<file path="config.mk">
export PLATFORM = sky130hd
export DESIGN_NAME = length_prefixed_kv_parser_flat
export DESIGN_NICKNAME = d
export VERILOG_FILES = /design/src/rtl/lpkv_pkg.sv /design/src/rtl/lpkv_ifs.sv /design/src/rtl/length_prefixed_kv_parser.sv /design/src/flat_wrapper.sv
export SDC_FILE = /design/constraint.sdc
export NUM_CORES = 1
export LEC_CHECK = 0
export BUFFER_PORTS_ARGS = -buffer_cell sky130_fd_sc_hd__buf_4
export CAP_MARGIN = 15
export CORE_MARGIN = 4
export CORE_UTILIZATION = 41
export CTS_CLUSTER_SIZE = 14
export DETAILED_ROUTE_END_ITERATION = 12
export SLEW_MARGIN = 20
export SYNTH_ARGS = -nofsm -noshare
export SYNTH_HDL_FRONTEND = slang
export SYNTH_SLANG_ARGS = --single-unit
</file>
<file path="constraint.sdc">
create_clock -name clk -period 15 [get_ports clk]
set_input_delay 0 -clock clk [delete_from_list [all_inputs] [get_ports clk]]
set_output_delay 0 -clock clk [all_outputs]
set_load 0.005 [all_outputs]
</file>
<file path="src/rtl/lpkv_pkg.sv">
// Shared types and constants for the length-prefixed key/value parser.
// No dependencies; compiled first.
package lpkv_pkg;

  typedef enum logic [2:0] {
    PH_COUNT,
    PH_KLEN,
    PH_KEY,
    PH_VLEN,
    PH_VAL,
    PH_DONE
  } phase_t;

  typedef enum logic [2:0] {
    K_KEY   = 3'd0,
    K_VAL   = 3'd1,
    K_PEND  = 3'd2,
    K_OK    = 3'd3,
    K_TRUNC = 3'd4
  } kind_t;

  // Result queue: one input byte causes at most three results.
  localparam int MAX_RES   = 3;
  localparam int RES_DEPTH = 4;
  localparam int PTR_W     = $clog2(RES_DEPTH);
  localparam int CNT_W     = $clog2(RES_DEPTH + 1);

  typedef struct packed {
    kind_t       kind;
    logic [7:0]  payload_byte;
    logic [15:0] pair_index;
    logic [15:0] key_length;
    logic [31:0] value_length;
    logic [15:0] pairs_decoded;
    logic        last_of_run;
  } result_t;

endpackage

</file>
<file path="src/rtl/lpkv_ifs.sv">
// Valid/ready channel interfaces for the key/value parser: byte input and result output.
// Depends on lpkv_pkg.
interface lpkv_in_if;
  logic       valid;
  logic       ready;
  logic [7:0] data_byte;
  logic       frame_last;

  modport source (output valid, output data_byte, output frame_last, input ready);
  modport sink   (input valid, input data_byte, input frame_last, output ready);
endinterface

interface lpkv_out_if;
  import lpkv_pkg::*;
  logic        valid;
  logic        ready;
  kind_t       kind;
  logic [7:0]  payload_byte;
  logic [15:0] pair_index;
  logic [15:0] key_length;
  logic [31:0] value_length;
  logic [15:0] pairs_decoded;
  logic        last_of_run;

  modport source (output valid, output kind, output payload_byte, output pair_index,
                  output key_length, output value_length, output pairs_decoded,
                  output last_of_run, input ready);
  modport sink   (input valid, input kind, input payload_byte, input pair_index,
                  input key_length, input value_length, input pairs_decoded,
                  input last_of_run, output ready);
endinterface

</file>
<file path="src/rtl/length_prefixed_kv_parser.sv">
// Length-prefixed key/value frame parser: takes one frame byte per cycle while ready and
// emits key/value bytes, pair ends and a frame status. Depends on lpkv_pkg, lpkv_ifs.
//
// Usage: each byte is parsed in the cycle it is taken; its results (zero to
// three) go into a four-entry result queue and leave one per cycle while the
// output is ready. A byte is taken whenever the queue holds at most one
// result, so a stream whose bytes cause one result each runs at one byte per
// clock with a steady output; a byte that closes a pair and the frame together
// holds off input while its extra results drain. A frame status closes every
// frame (ok or truncated) and the parser is then back at the start of a new frame.
module length_prefixed_kv_parser (
  input  logic              clk,
  input  logic              rst,
  lpkv_in_if.sink           frame,
  lpkv_out_if.source        result
);
  import lpkv_pkg::*;

  phase_t      phase, phase_next;
  logic [1:0]  hdr_pos, hdr_pos_next;
  logic [15:0] pair_target, pair_target_next;
  logic [15:0] pairs_done, pairs_done_next;
  logic [15:0] held_key_length, held_key_length_next;
  logic [31:0] held_value_length, held_value_length_next;
  logic [31:0] bytes_remaining, bytes_remaining_next;

  logic        accept;
  logic        pop;
  logic [7:0]  b;
  logic [31:0] rem_dec;
  logic [31:0] vlen_merged;
  logic        emit_data, emit_pend, emit_status, status_ok, finish;
  kind_t       data_kind;
  logic [15:0] pairs_after;

  result_t     res [RES_DEPTH];
  logic [1:0]  res_n;

  result_t     fifo [RES_DEPTH];
  logic [PTR_W-1:0] rd_ptr, wr_ptr;
  logic [CNT_W-1:0] count;

  assign b       = frame.data_byte;
  assign accept  = frame.valid && frame.ready;
  assign pop     = result.valid && result.ready;
  assign rem_dec = bytes_remaining - 32'd1;

  // Room for a worst-case byte in the queue.
  assign frame.ready = (count <= CNT_W'(RES_DEPTH - MAX_RES));

  always_comb begin
    case (hdr_pos)
      2'd0:    vlen_merged = {24'd0, b};
      2'd1:    vlen_merged = held_value_length | {16'd0, b, 8'd0};
      2'd2:    vlen_merged = held_value_length | {8'd0, b, 16'd0};
      default: vlen_merged = held_value_length | {b, 24'd0};
    endcase
  end

  // Next state
  always_comb begin
    phase_next             = phase;
    hdr_pos_next           = hdr_pos;
    pair_target_next       = pair_target;
    pairs_done_next        = pairs_done;
    held_key_length_next   = held_key_length;
    held_value_length_next = held_value_length;
    bytes_remaining_next   = bytes_remaining;
    emit_data              = 1'b0;
    data_kind              = K_KEY;
    finish                 = 1'b0;
    emit_status            = 1'b0;
    status_ok              = 1'b0;

    case (phase)
      PH_COUNT: begin
        if (hdr_pos == 2'd0) begin
          pair_target_next = {8'd0, b};
          hdr_pos_next     = 2'd1;
        end else begin
          pair_target_next = pair_target | {b, 8'd0};
          hdr_pos_next     = 2'd0;
          phase_next       = (pair_target_next == 16'd0) ? PH_DONE : PH_KLEN;
        end
      end
      PH_KLEN: begin
        if (hdr_pos == 2'd0) begin
          held_key_length_next = {8'd0, b};
          hdr_pos_next         = 2'd1;
        end else begin
          held_key_length_next = held_key_length | {b, 8'd0};
          hdr_pos_next         = 2'd0;
          bytes_remaining_next = {16'd0, held_key_length_next};
          phase_next           = (held_key_length_next == 16'd0) ? PH_VLEN : PH_KEY;
        end
      end
      PH_KEY: begin
        emit_data            = 1'b1;
        bytes_remaining_next = rem_dec;
        if (rem_dec == 32'd0) begin
          hdr_pos_next = 2'd0;
          phase_next   = PH_VLEN;
        end
      end
      PH_VLEN: begin
        held_value_length_next = vlen_merged;
        if (hdr_pos != 2'd3) begin
          hdr_pos_next = hdr_pos + 2'd1;
        end else begin
          hdr_pos_next         = 2'd0;
          bytes_remaining_next = vlen_merged;
          if (vlen_merged == 32'd0) finish = 1'b1;
          else phase_next = PH_VAL;
        end
      end
      PH_VAL: begin
        emit_data            = 1'b1;
        data_kind            = K_VAL;
        bytes_remaining_next = rem_dec;
        if (rem_dec == 32'd0) finish = 1'b1;
      end
      default: begin
        phase_next = PH_DONE;
      end
    endcase

    pairs_after = finish ? pairs_done + 16'd1 : pairs_done;
    emit_pend   = finish;
    if (finish) begin
      pairs_done_next = pairs_after;
      hdr_pos_next    = 2'd0;
      phase_next      = (pairs_after == pair_target) ? PH_DONE : PH_KLEN;
    end

    if (frame.frame_last) begin
      emit_status            = 1'b1;
      status_ok              = (phase_next == PH_DONE);
      phase_next             = PH_COUNT;
      hdr_pos_next           = 2'd0;
      pair_target_next       = 16'd0;
      pairs_done_next        = 16'd0;
      held_key_length_next   = 16'd0;
      held_value_length_next = 32'd0;
      bytes_remaining_next   = 32'd0;
    end
  end

  // Results of the current byte, packed in order into res[0..res_n-1]
  always_comb begin
    for (int i = 0; i < RES_DEPTH; i++) res[i] = '0;
    res_n = 2'd0;
    if (emit_data) begin
      res[res_n].kind         = data_kind;
      res[res_n].payload_byte = b;
      res[res_n].pair_index   = pairs_done;
      res_n                   = res_n + 2'd1;
    end
    if (emit_pend) begin
      res[res_n].kind         = K_PEND;
      res[res_n].pair_index   = pairs_done;
      res[res_n].key_length   = held_key_length;
      res[res_n].value_length = (phase == PH_VLEN) ? vlen_merged : held_value_length;
      res_n                   = res_n + 2'd1;
    end
    if (emit_status) begin
      res[res_n].kind          = status_ok ? K_OK : K_TRUNC;
      res[res_n].pairs_decoded = pairs_after;
      res_n                    = res_n + 2'd1;
    end
    if (res_n != 2'd0) res[res_n - 2'd1].last_of_run = 1'b1;
  end

  always_ff @(posedge clk) begin
    if (rst) begin
      phase             <= PH_COUNT;
      hdr_pos           <= 2'd0;
      pair_target       <= 16'd0;
      pairs_done        <= 16'd0;
      held_key_length   <= 16'd0;
      held_value_length <= 32'd0;
      bytes_remaining   <= 32'd0;
      rd_ptr            <= '0;
      wr_ptr            <= '0;
      count             <= '0;
    end else begin
      if (accept) begin
        phase             <= phase_next;
        hdr_pos           <= hdr_pos_next;
        pair_target       <= pair_target_next;
        pairs_done        <= pairs_done_next;
        held_key_length   <= held_key_length_next;
        held_value_length <= held_value_length_next;
        bytes_remaining   <= bytes_remaining_next;
        wr_ptr            <= wr_ptr + PTR_W'(res_n);
      end
      if (pop) rd_ptr <= rd_ptr + PTR_W'(1);
      count <= count + (accept ? CNT_W'(res_n) : CNT_W'(0)) - CNT_W'(pop);
    end
  end

  // Queue storage: entry i takes result (i - wr_ptr) of the accepted byte
  always_ff @(posedge clk) begin
    for (int i = 0; i < RES_DEPTH; i++) begin
      if (accept && ({1'b0, PTR_W'(i) - wr_ptr} < {1'b0, res_n})) begin
        fifo[i] <= res[PTR_W'(i) - wr_ptr];
      end
    end
  end

  assign result.valid         = (count != '0);
  assign result.kind          = fifo[rd_ptr].kind;
  assign result.payload_byte  = fifo[rd_ptr].payload_byte;
  assign result.pair_index    = fifo[rd_ptr].pair_index;
  assign result.key_length    = fifo[rd_ptr].key_length;
  assign result.value_length  = fifo[rd_ptr].value_length;
  assign result.pairs_decoded = fifo[rd_ptr].pairs_decoded;
  assign result.last_of_run   = fifo[rd_ptr].last_of_run;

  a_queue_bound: assert property (@(posedge clk) disable iff (rst)
    count <= CNT_W'(RES_DEPTH))
    else $error("result queue overfilled");

  a_frame_restart: assert property (@(posedge clk) disable iff (rst)
    accept && frame.frame_last |=> phase == PH_COUNT && pairs_done == 16'd0)
    else $error("parser not back at frame start after frame status");

  a_done_count: assert property (@(posedge clk) disable iff (rst)
    phase == PH_DONE |-> pairs_done == pair_target)
    else $error("frame done with pair count mismatch");

  a_hdr_pos: assert property (@(posedge clk) disable iff (rst)
    phase != PH_VLEN |-> hdr_pos <= 2'd1)
    else $error("header byte position out of range for a 16-bit field");

  a_status_last: assert property (@(posedge clk) disable iff (rst)
    result.valid && (result.kind == K_OK || result.kind == K_TRUNC) |-> result.last_of_run)
    else $error("frame status not marked last of run");

endmodule
</file>
<file path="src/flat_wrapper.sv">
// flat-port wrapper written by rule: the top's interface ports become plain ports
module length_prefixed_kv_parser_flat import lpkv_pkg::*;
  (clk, rst, frame_valid, frame_data_byte, frame_frame_last, frame_ready, result_valid, result_kind, result_payload_byte, result_pair_index, result_key_length, result_value_length, result_pairs_decoded, result_last_of_run, result_ready);
  lpkv_in_if frame_i ();
  lpkv_out_if result_i ();
  input  logic clk;
  input  logic rst;
  input wire logic [$bits(frame_i.valid)-1:0] frame_valid;
  input wire logic [$bits(frame_i.data_byte)-1:0] frame_data_byte;
  input wire logic [$bits(frame_i.frame_last)-1:0] frame_frame_last;
  output wire logic [$bits(frame_i.ready)-1:0] frame_ready;
  output wire logic [$bits(result_i.valid)-1:0] result_valid;
  output wire logic [$bits(result_i.kind)-1:0] result_kind;
  output wire logic [$bits(result_i.payload_byte)-1:0] result_payload_byte;
  output wire logic [$bits(result_i.pair_index)-1:0] result_pair_index;
  output wire logic [$bits(result_i.key_length)-1:0] result_key_length;
  output wire logic [$bits(result_i.value_length)-1:0] result_value_length;
  output wire logic [$bits(result_i.pairs_decoded)-1:0] result_pairs_decoded;
  output wire logic [$bits(result_i.last_of_run)-1:0] result_last_of_run;
  input wire logic [$bits(result_i.ready)-1:0] result_ready;
  assign frame_i.valid = frame_valid;
  assign frame_i.data_byte = frame_data_byte;
  assign frame_i.frame_last = frame_frame_last;
  assign frame_ready = frame_i.ready;
  assign result_valid = result_i.valid;
  assign result_kind = result_i.kind;
  assign result_payload_byte = result_i.payload_byte;
  assign result_pair_index = result_i.pair_index;
  assign result_key_length = result_i.key_length;
  assign result_value_length = result_i.value_length;
  assign result_pairs_decoded = result_i.pairs_decoded;
  assign result_last_of_run = result_i.last_of_run;
  assign result_i.ready = result_ready;
  length_prefixed_kv_parser u_core (.clk(clk), .rst(rst), .frame(frame_i), .result(result_i));
endmodule
</file>
==> results of run 1 <==
flip-flops by register name (all words and copies together), names as in the netlist, named ones only:
name	flops
u_core.hdr_pos	2
u_core.held_key_length	16
u_core.held_value_length	32
u_core.pair_target	16
u_core.fifo	368
u_core.wr_ptr	2
u_core.rd_ptr	2
u_core.phase	3
u_core.pairs_done	16
u_core.bytes_remaining	32
u_core.count	3
final timing paths:
kind,from,endpoint,slack [ps],depth (start not counted)
max,u_core.bytes_remaining[0],u_core.fifo[3][41],8450,16
min,frame_data_byte[2],u_core.pair_target[10],400,4
max reg2reg,u_core.bytes_remaining[0],u_core.fifo[3][41],8450,16
min reg2reg,u_core.rd_ptr[1],u_core.rd_ptr[1],530,2
worst max-delay path: cells and delay by family, from the launching register on:
family	cells	cell delay, ps
buffers and inverters	4	1130
AO/OA/AOI/OAI	2	770
adder cells (fa/ha/maj)	4	1280
flip-flops	1	380
XOR/XNOR	1	530
AND/OR/NAND/NOR	5	2040
metal layers:
layer  share of wire  track usage
met1            0.43        0.289
met2            0.49        0.360
met3           0.053       0.0296
met4           0.027       0.0571
met5               0            0
through the flow:
stage          utilization  area, sq um
3_3_place_gp         0.444        25200
5_1_grt              0.475        27000
2_1_floorplan            -        23700
4_1_cts              0.475        27000
3_5_place_dp         0.444        25200
6_report             0.475        27000
cell type report:
| type | count | area [sq um] |
|---|---|---|
| fill | 5174 | 29800 |
| clock inverter | 22 | 249 |
| inverter | 21 | 78.8 |
| tap | 756 | 946 |
| sequential | 494 | 13600 |
| timing repair buffer | 154 | 1190 |
| multi-input combinational | 1450 | 9550 |
| clock buffer | 75 | 1420 |
kinds of logic (layout without fill, tap and decap cells):
kind of cell / after synthesis / count (layout) / synth area share
multiplexers: 103 / 103 / 0.0920
buffers and inverters: 179 / 272 / 0.0291
AND/OR/NAND/NOR: 911 / 911 / 0.183
adder cells (fa/ha/maj): 22 / 22 / 0.0125
flip-flops: 494 / 494 / 0.572
XOR/XNOR: 62 / 62 / 0.0229
AO/OA/AOI/OAI: 352 / 352 / 0.0888
Yosys cell counts, types with 9 or more instances:
master	n	area, sq um
edfxtp_1	368	11100
a32oi_1	9	78.8
nand2b_1	16	100
nand2_1	106	398
xnor2_1	36	315
o21ai_0	72	360
dfxtp_1	126	2520
nor2b_1	51	319
a22oi_1	50	375
nor2_1	437	1640
ha_1	19	238
and2_1	106	663
nand3_1	24	120
nand4_1	23	144
or3_1	12	75.1
or2_2	9	56.3
clkbuf_1	132	495
buf_1	22	82.6
and3_1	36	225
nor3_1	28	140
mux2i_1	9	90.1
inv_1	21	78.8
mux4_2	92	2070
xor2_1	26	228
a21oi_1	160	801
nor4_1	32	200
power by group:
part	internal, mW	switching [mW]
registers	1.65	0.0778
logic	0.423	0.467
clock network	0.744	0.532
total	2.81	1.08
==> metrics.md, run 1 <==
| Metric | Value |
|---|---|
| Ys async rst share | `0` |
| Ys Warns | `0` |
| Slew HR | `0.300` |
| RSZ-0062 raised after global routing | `no` |
| Synthesized area per cell | `11.2 sq um` |
| Final setup margin | `8450 ps` |
| Port Buf Inserts | `106` |
| Global-route wire length before repair | `103 mm` |
| Antenna Nets Post-Route | `0` |
| Total CTS buffers | `52` |
| Fin. Hold Viols | `0` |
| CTS tree | `yes` |
| Hold crit path type | `primary input to flip-flop` |
| Root Driver | `clkbuf_16` |
| WL/cell | `22.6 microns` |
| Register area share after synthesis | `0.572` |
| Count of cell types in the netlist | `68` |
| Setup crit end kind | `flip-flop` |
| Post-CTS setup buffer count | `0` |
| Routed vias | `17000` |
| Synth Cell Area | `23700 sq um` |
| Syn_nets | `roughly 2200` |
| Tot Pwr | `3.89 mW` |
| Grt ovf | `0` |
| Period Utilization, post-route | `0.436` |
| Prevailing post-synth register cell | `edfxtp_1` |
| Post-cts resize count | `0` |
| # IOs | `107` |
| Max capacitance violation total | `0` |
| Post-synth EDFFs | `~370` |
| Leak | `9.10 nW` |
| Pwr dens | `144 nW/um^2` |
| Syn-to-layout area delta | `13.7%` |
| CP peak stage delay | `640 ps` |
| Share of cells above drive strength 1 | `0.152` |
| Startpoint types | `flip-flop` |
| Pre-antenna DRT Iters | `6` |
| Most frequent cells in the layout | `434 x nor2_1, 368 x edfxtp_1, 159 x a21oi_1` |
| Worst hold slack | `397 ps` |
| Fin cells | `2972` |
| Setup TNS Final | `0 ps` |
| Measured slew at the worst slew-check pin | `1040 ps` |
| Crit Path Category | `flip-flop to flip-flop` |
| Via/cell ratio | `5.71` |
| Gr usage total | `0.212` |
| Crit Path Max Fanout | `approximately 50` |
| Final slew viol count | `0` |
| Vias in the first global route | `16800` |
| Largest vdd supply drop | `a little over 0.09 mV` |
| DRC errors left | `0` |
| Core Area | `56800 sq um` |
| Initial antenna violation count | `0` |
| Max stage delay cell, worst path | `nand4_1` |
| Syn Inst Count | `around 2100` |
| Crit path cell chain | `inv_1 > ha_1 > nor3b_1 > nand4_1 > o21ai_0 > nor4b_1 > nand4_1 > o41ai_4 > buf_4 > ha_1 > xor2_1 > ha_1 > inv_1 > fa_1 > nor2_4 > buf_4` |
| Synthesized flop and latch total | `494` |
| Clock transition at path regs | `around 60 ps` |
| Routed WL | `67.2 mm` |
| Die Span Y | `249 microns` |
| Initial Util | `0.418` |
| Clock skew | `27.6 ps` |
| Most prevalent standard cell on the critical path | `ha_1` |
| CTS H-tree depth | `2` |
| Placed Cells incl. Taps | `2862` |
| Hpwl dp | `43.7 mm` |
| Largest net degree at the start of global routing | `77` |
| Critical Path RT | `roughly 15000 ps` |
| Final min period | `between 6000 and 7000 ps` |
| Initial DRC Count | `1683` |
| # setup viols final | `0` |
| Sinks on the clock net | `494` |
| Die width | `about 250 microns` |
| CTS max path bufs | `3` |
| Status | `completed` |
| Maximum clock rate | `153 MHz` |
| Final #Nets | `2208` |
| Final GP Congestion | `about 0.94` |
| Antenna Cells | `0` |
| Commonest non-fill, non-tap cell in the layout | `nor2_1` |
| Die area | `61800 sq um` |
| Setup WS pre-CTS | `8490 ps` |
| Crit path DAT | `approximately 6800 ps` |
| Rows | `87` |
| CTS Hold Bufs | `13` |
| Clk_lat worst skew | `600 ps` |
Power figures use the tool's default switching activity.
==> run 2: changes to the inputs <==
Clock period 15 ns to 6.01 ns, I/O delays scaled along.
==> metrics.md, run 2 (synthesis results as in run 1) <==
| Metric | Value |
|---|---|
| Grt peak-use layer | `met2` |
| Largest register FFs | `about 370` |
| Vias in the first global route | `17100` |
| GR Layer Usage met1 | `0.292` |
| Largest vdd supply drop | `0.224 mV` |
| Non-Filler Cell Area, Final | `27400 sq um` |
| Setup TNS Final | `0 ps` |
| Final min period | `roughly 5600 ps` |
| Final #Nets | `2214` |
| Core Area | `56800 sq um` |
| Clock transition at path regs | `70 ps` |
| Reg2reg path depth | `15` |
| RSZ-0062 raised after global routing | `no` |
| DRC errors left | `0` |
| Status | `completed` |
| Hpwl dp | `44.7 mm` |
| CTS H-tree depth | `2` |
| Initial antenna violation count | `0` |
| Crit Path Category | `flip-flop to flip-flop` |
| Largest net degree at the start of global routing | `71` |
| Crit path cell chain | `inv_1 > ha_1 > or3_1 > a22oi_1 > nand3_1 > nor4_1 > nand4_1 > o41ai_4 > inv_1 > ha_1 > a21oi_2 > inv_2 > fa_1 > nor2_4 > buf_4` |
| Post-Place Cell Area | `25500 sq um` |
| CP delay by family, top | `simple AND/OR/NAND/NOR gates` |
| Crit path DAT | `5830 ps` |
| Gr usage total | `0.218` |
| CTS max path bufs | `3` |
| CP peak stage delay | `710 ps` |
| # setup viols final | `0` |
| Grt ovf | `0` |
| Worst flop-to-flop path startpoint | `u_core.hdr_pos[0]` |
| Setup crit end kind | `flip-flop` |
| Critical Path RT | `6240 ps` |
| Final GP Congestion | `between 0.9 and 1` |
| Period Utilization, post-route | `0.931` |
| Rows | `87` |
| Hold crit path type | `primary input to flip-flop` |
| Syn-to-layout area delta | `15.2%` |
| Pwr dens | `364 nW/um^2` |
| Maximum clock rate | `between 150 and 200 MHz` |
| Initial DRC Count | `1603` |
| Port Buf Inserts | `106` |
| Worst hold slack | `37.6 ps` |
| Hold path start | `result_ready` |
| Slew HR | `0.339` |
| Total CTS buffers | `53` |
| Antenna Nets Post-Route | `0` |
| Clk_lat worst skew | `around 620 ps` |
| WL/cell | `around 23 microns` |
| Post-cts resize count | `0` |
| Share of cells above drive strength 1 | `0.166` |
| # IOs | `107` |
| Measured slew at the worst slew-check pin | `982 ps` |
| Die area | `approximately 62000 sq um` |
| Fin. Hold Viols | `0` |
| WP buf/inv | `4` |
| Hold-critical path depth | `4` |
| Root Driver | `clkbuf_16` |
| M3 GR Usage | `0.0330` |
| Global-route wire length before repair | `106 mm` |
| Most flop-heavy register | `u_core.fifo` |
| Worst flop-to-flop path endpoint | `u_core.fifo[3][79]` |
| Commonest non-fill, non-tap cell in the layout | `nor2_1` |
| Pre-antenna DRT Iters | `6` |
| Leak | `9.24 nW` |
| Internal reg-to-reg setup slack | `~410 ps` |
| Most frequent cells in the layout | `433 x nor2_1, 368 x edfxtp_1, 158 x a21oi_1` |
| Final slew viol count | `0` |
| Startpoint types | `flip-flop` |
| CTS tree | `yes` |
| Routed vias | `~17000` |
| Biggest regs | `u_core.fifo (368), u_core.bytes_remaining (32), u_core.held_value_length (32)` |
| Antenna Cells | `0` |
| Hold EP | `u_core.rd_ptr[0]` |
| Sinks on the clock net | `approximately 500` |
| Crit Path Max Fanout | `35` |
| Max stage delay cell, worst path | `or3_1` |
| M2 GR Usage | `0.368` |
| Routed WL | `69.1 mm` |
| Via/cell ratio | `5.73` |
| Clock skew | `26.7 ps` |
| Filler instances | `5170` |
| Max capacitance violation total | `0` |
| Die Span Y | `249 microns` |
| Initial Util | `0.418` |
| Die width | `249 microns` |
==> run 2: changes by cell type in the layout (fill, tap and decap cells not counted), moves of 3 or more <==
cell / before / now
nand2_2: 7 / 3
ha_4: 0 / 5
clkbuf_8: 1 / 10
buf_12: 0 / 5
nand2_1: 100 / 104
dlygate4sd3_1: 13 / 10
ha_1: 19 / 14
clkbuf_4: 0 / 3
clkinv_1: 8 / 3
clkbuf_1: 21 / 14
==> run 2: worst max-delay path by stage <==
stage | slack (ps) | start | to | depth (start not counted)
6_report | 410 | u_core.hdr_pos[0] | u_core.fifo[3][79] | 15
5_1_grt | 150 | u_core.bytes_remaining[1] | u_core.fifo[3][73] | 15
4_1_cts | 250 | u_core.hdr_pos[0] | u_core.fifo[3][74] | 15
3_5_place_dp | 300 | u_core.hdr_pos[0] | u_core.fifo[3][84] | 15
3_3_place_gp | 450 | u_core.hdr_pos[0] | u_core.fifo[3][58] | 15
2_1_floorplan | -170 | u_core.bytes_remaining[2] | u_core.fifo[0][0] | 15
==> run 2: metrics by stage <==
stage	std cells	power, mW	setup slack [ps]	util
6_report	2980	9.96	414	0.482
5_1_grt	2980	10.4	149	0.482
4_1_cts	2979	10.1	250	0.481
3_5_place_dp	2869	6.73	298	0.448
3_3_place_gp	2869	6.71	448	0.448
2_1_floorplan	2123	5.64	-166	-
==> run 2: routing by layer <==
layer | wire (microns) | part of all wire
met3 | 4210 | 0.061
met2 | 34000 | 0.49
met4 | 2080 | 0.030
met5 | 0 | 0
met1 | 28800 | 0.42
==> run 2: cell type report <==
class | count | area [sq um] | share of cell area
Clock buffer | 81 | 1560 | 0.0572
Clock inverter | 19 | 231 | 0.00846
Inverter | 21 | 78.8 | 0.00288
Multi-Input combinational cell | 1450 | 9680 | 0.354
Sequential cell | 494 | 13600 | 0.496
Tap cell | 756 | 946 | 0.0346
Timing Repair Buffer | 159 | 1280 | 0.0470
==> run 2: repair_timing <==
item	in CTS	in global routing
buffers inserted	0	1
hold endpoints to repair	99	0
setup endpoints to repair	0	63
hold buffers	10	0
==> run 2: worst register-to-register path, stage by stage (launching register included) <==
cell and delay, ps:
dfxtp_1 430, inv_1 100, ha_1 360, or3_1 710
a22oi_1 320, nand3_1 110, nor4_1 540, nand4_1 300
o41ai_4 220, inv_1 260, ha_1 290, a21oi_2 250
inv_2 160, fa_1 480, nor2_4 150, buf_4 480
==> run 2: power by group <==
| group | switching [mW] | leakage [nW] | internal (mW) |
|---|---|---|---|
| Clock | 1.37 | 0.869 | 1.98 |
| Sequential | 0.152 | 4.42 | 4.10 |
| Combinational | 1.26 | 3.95 | 1.10 |
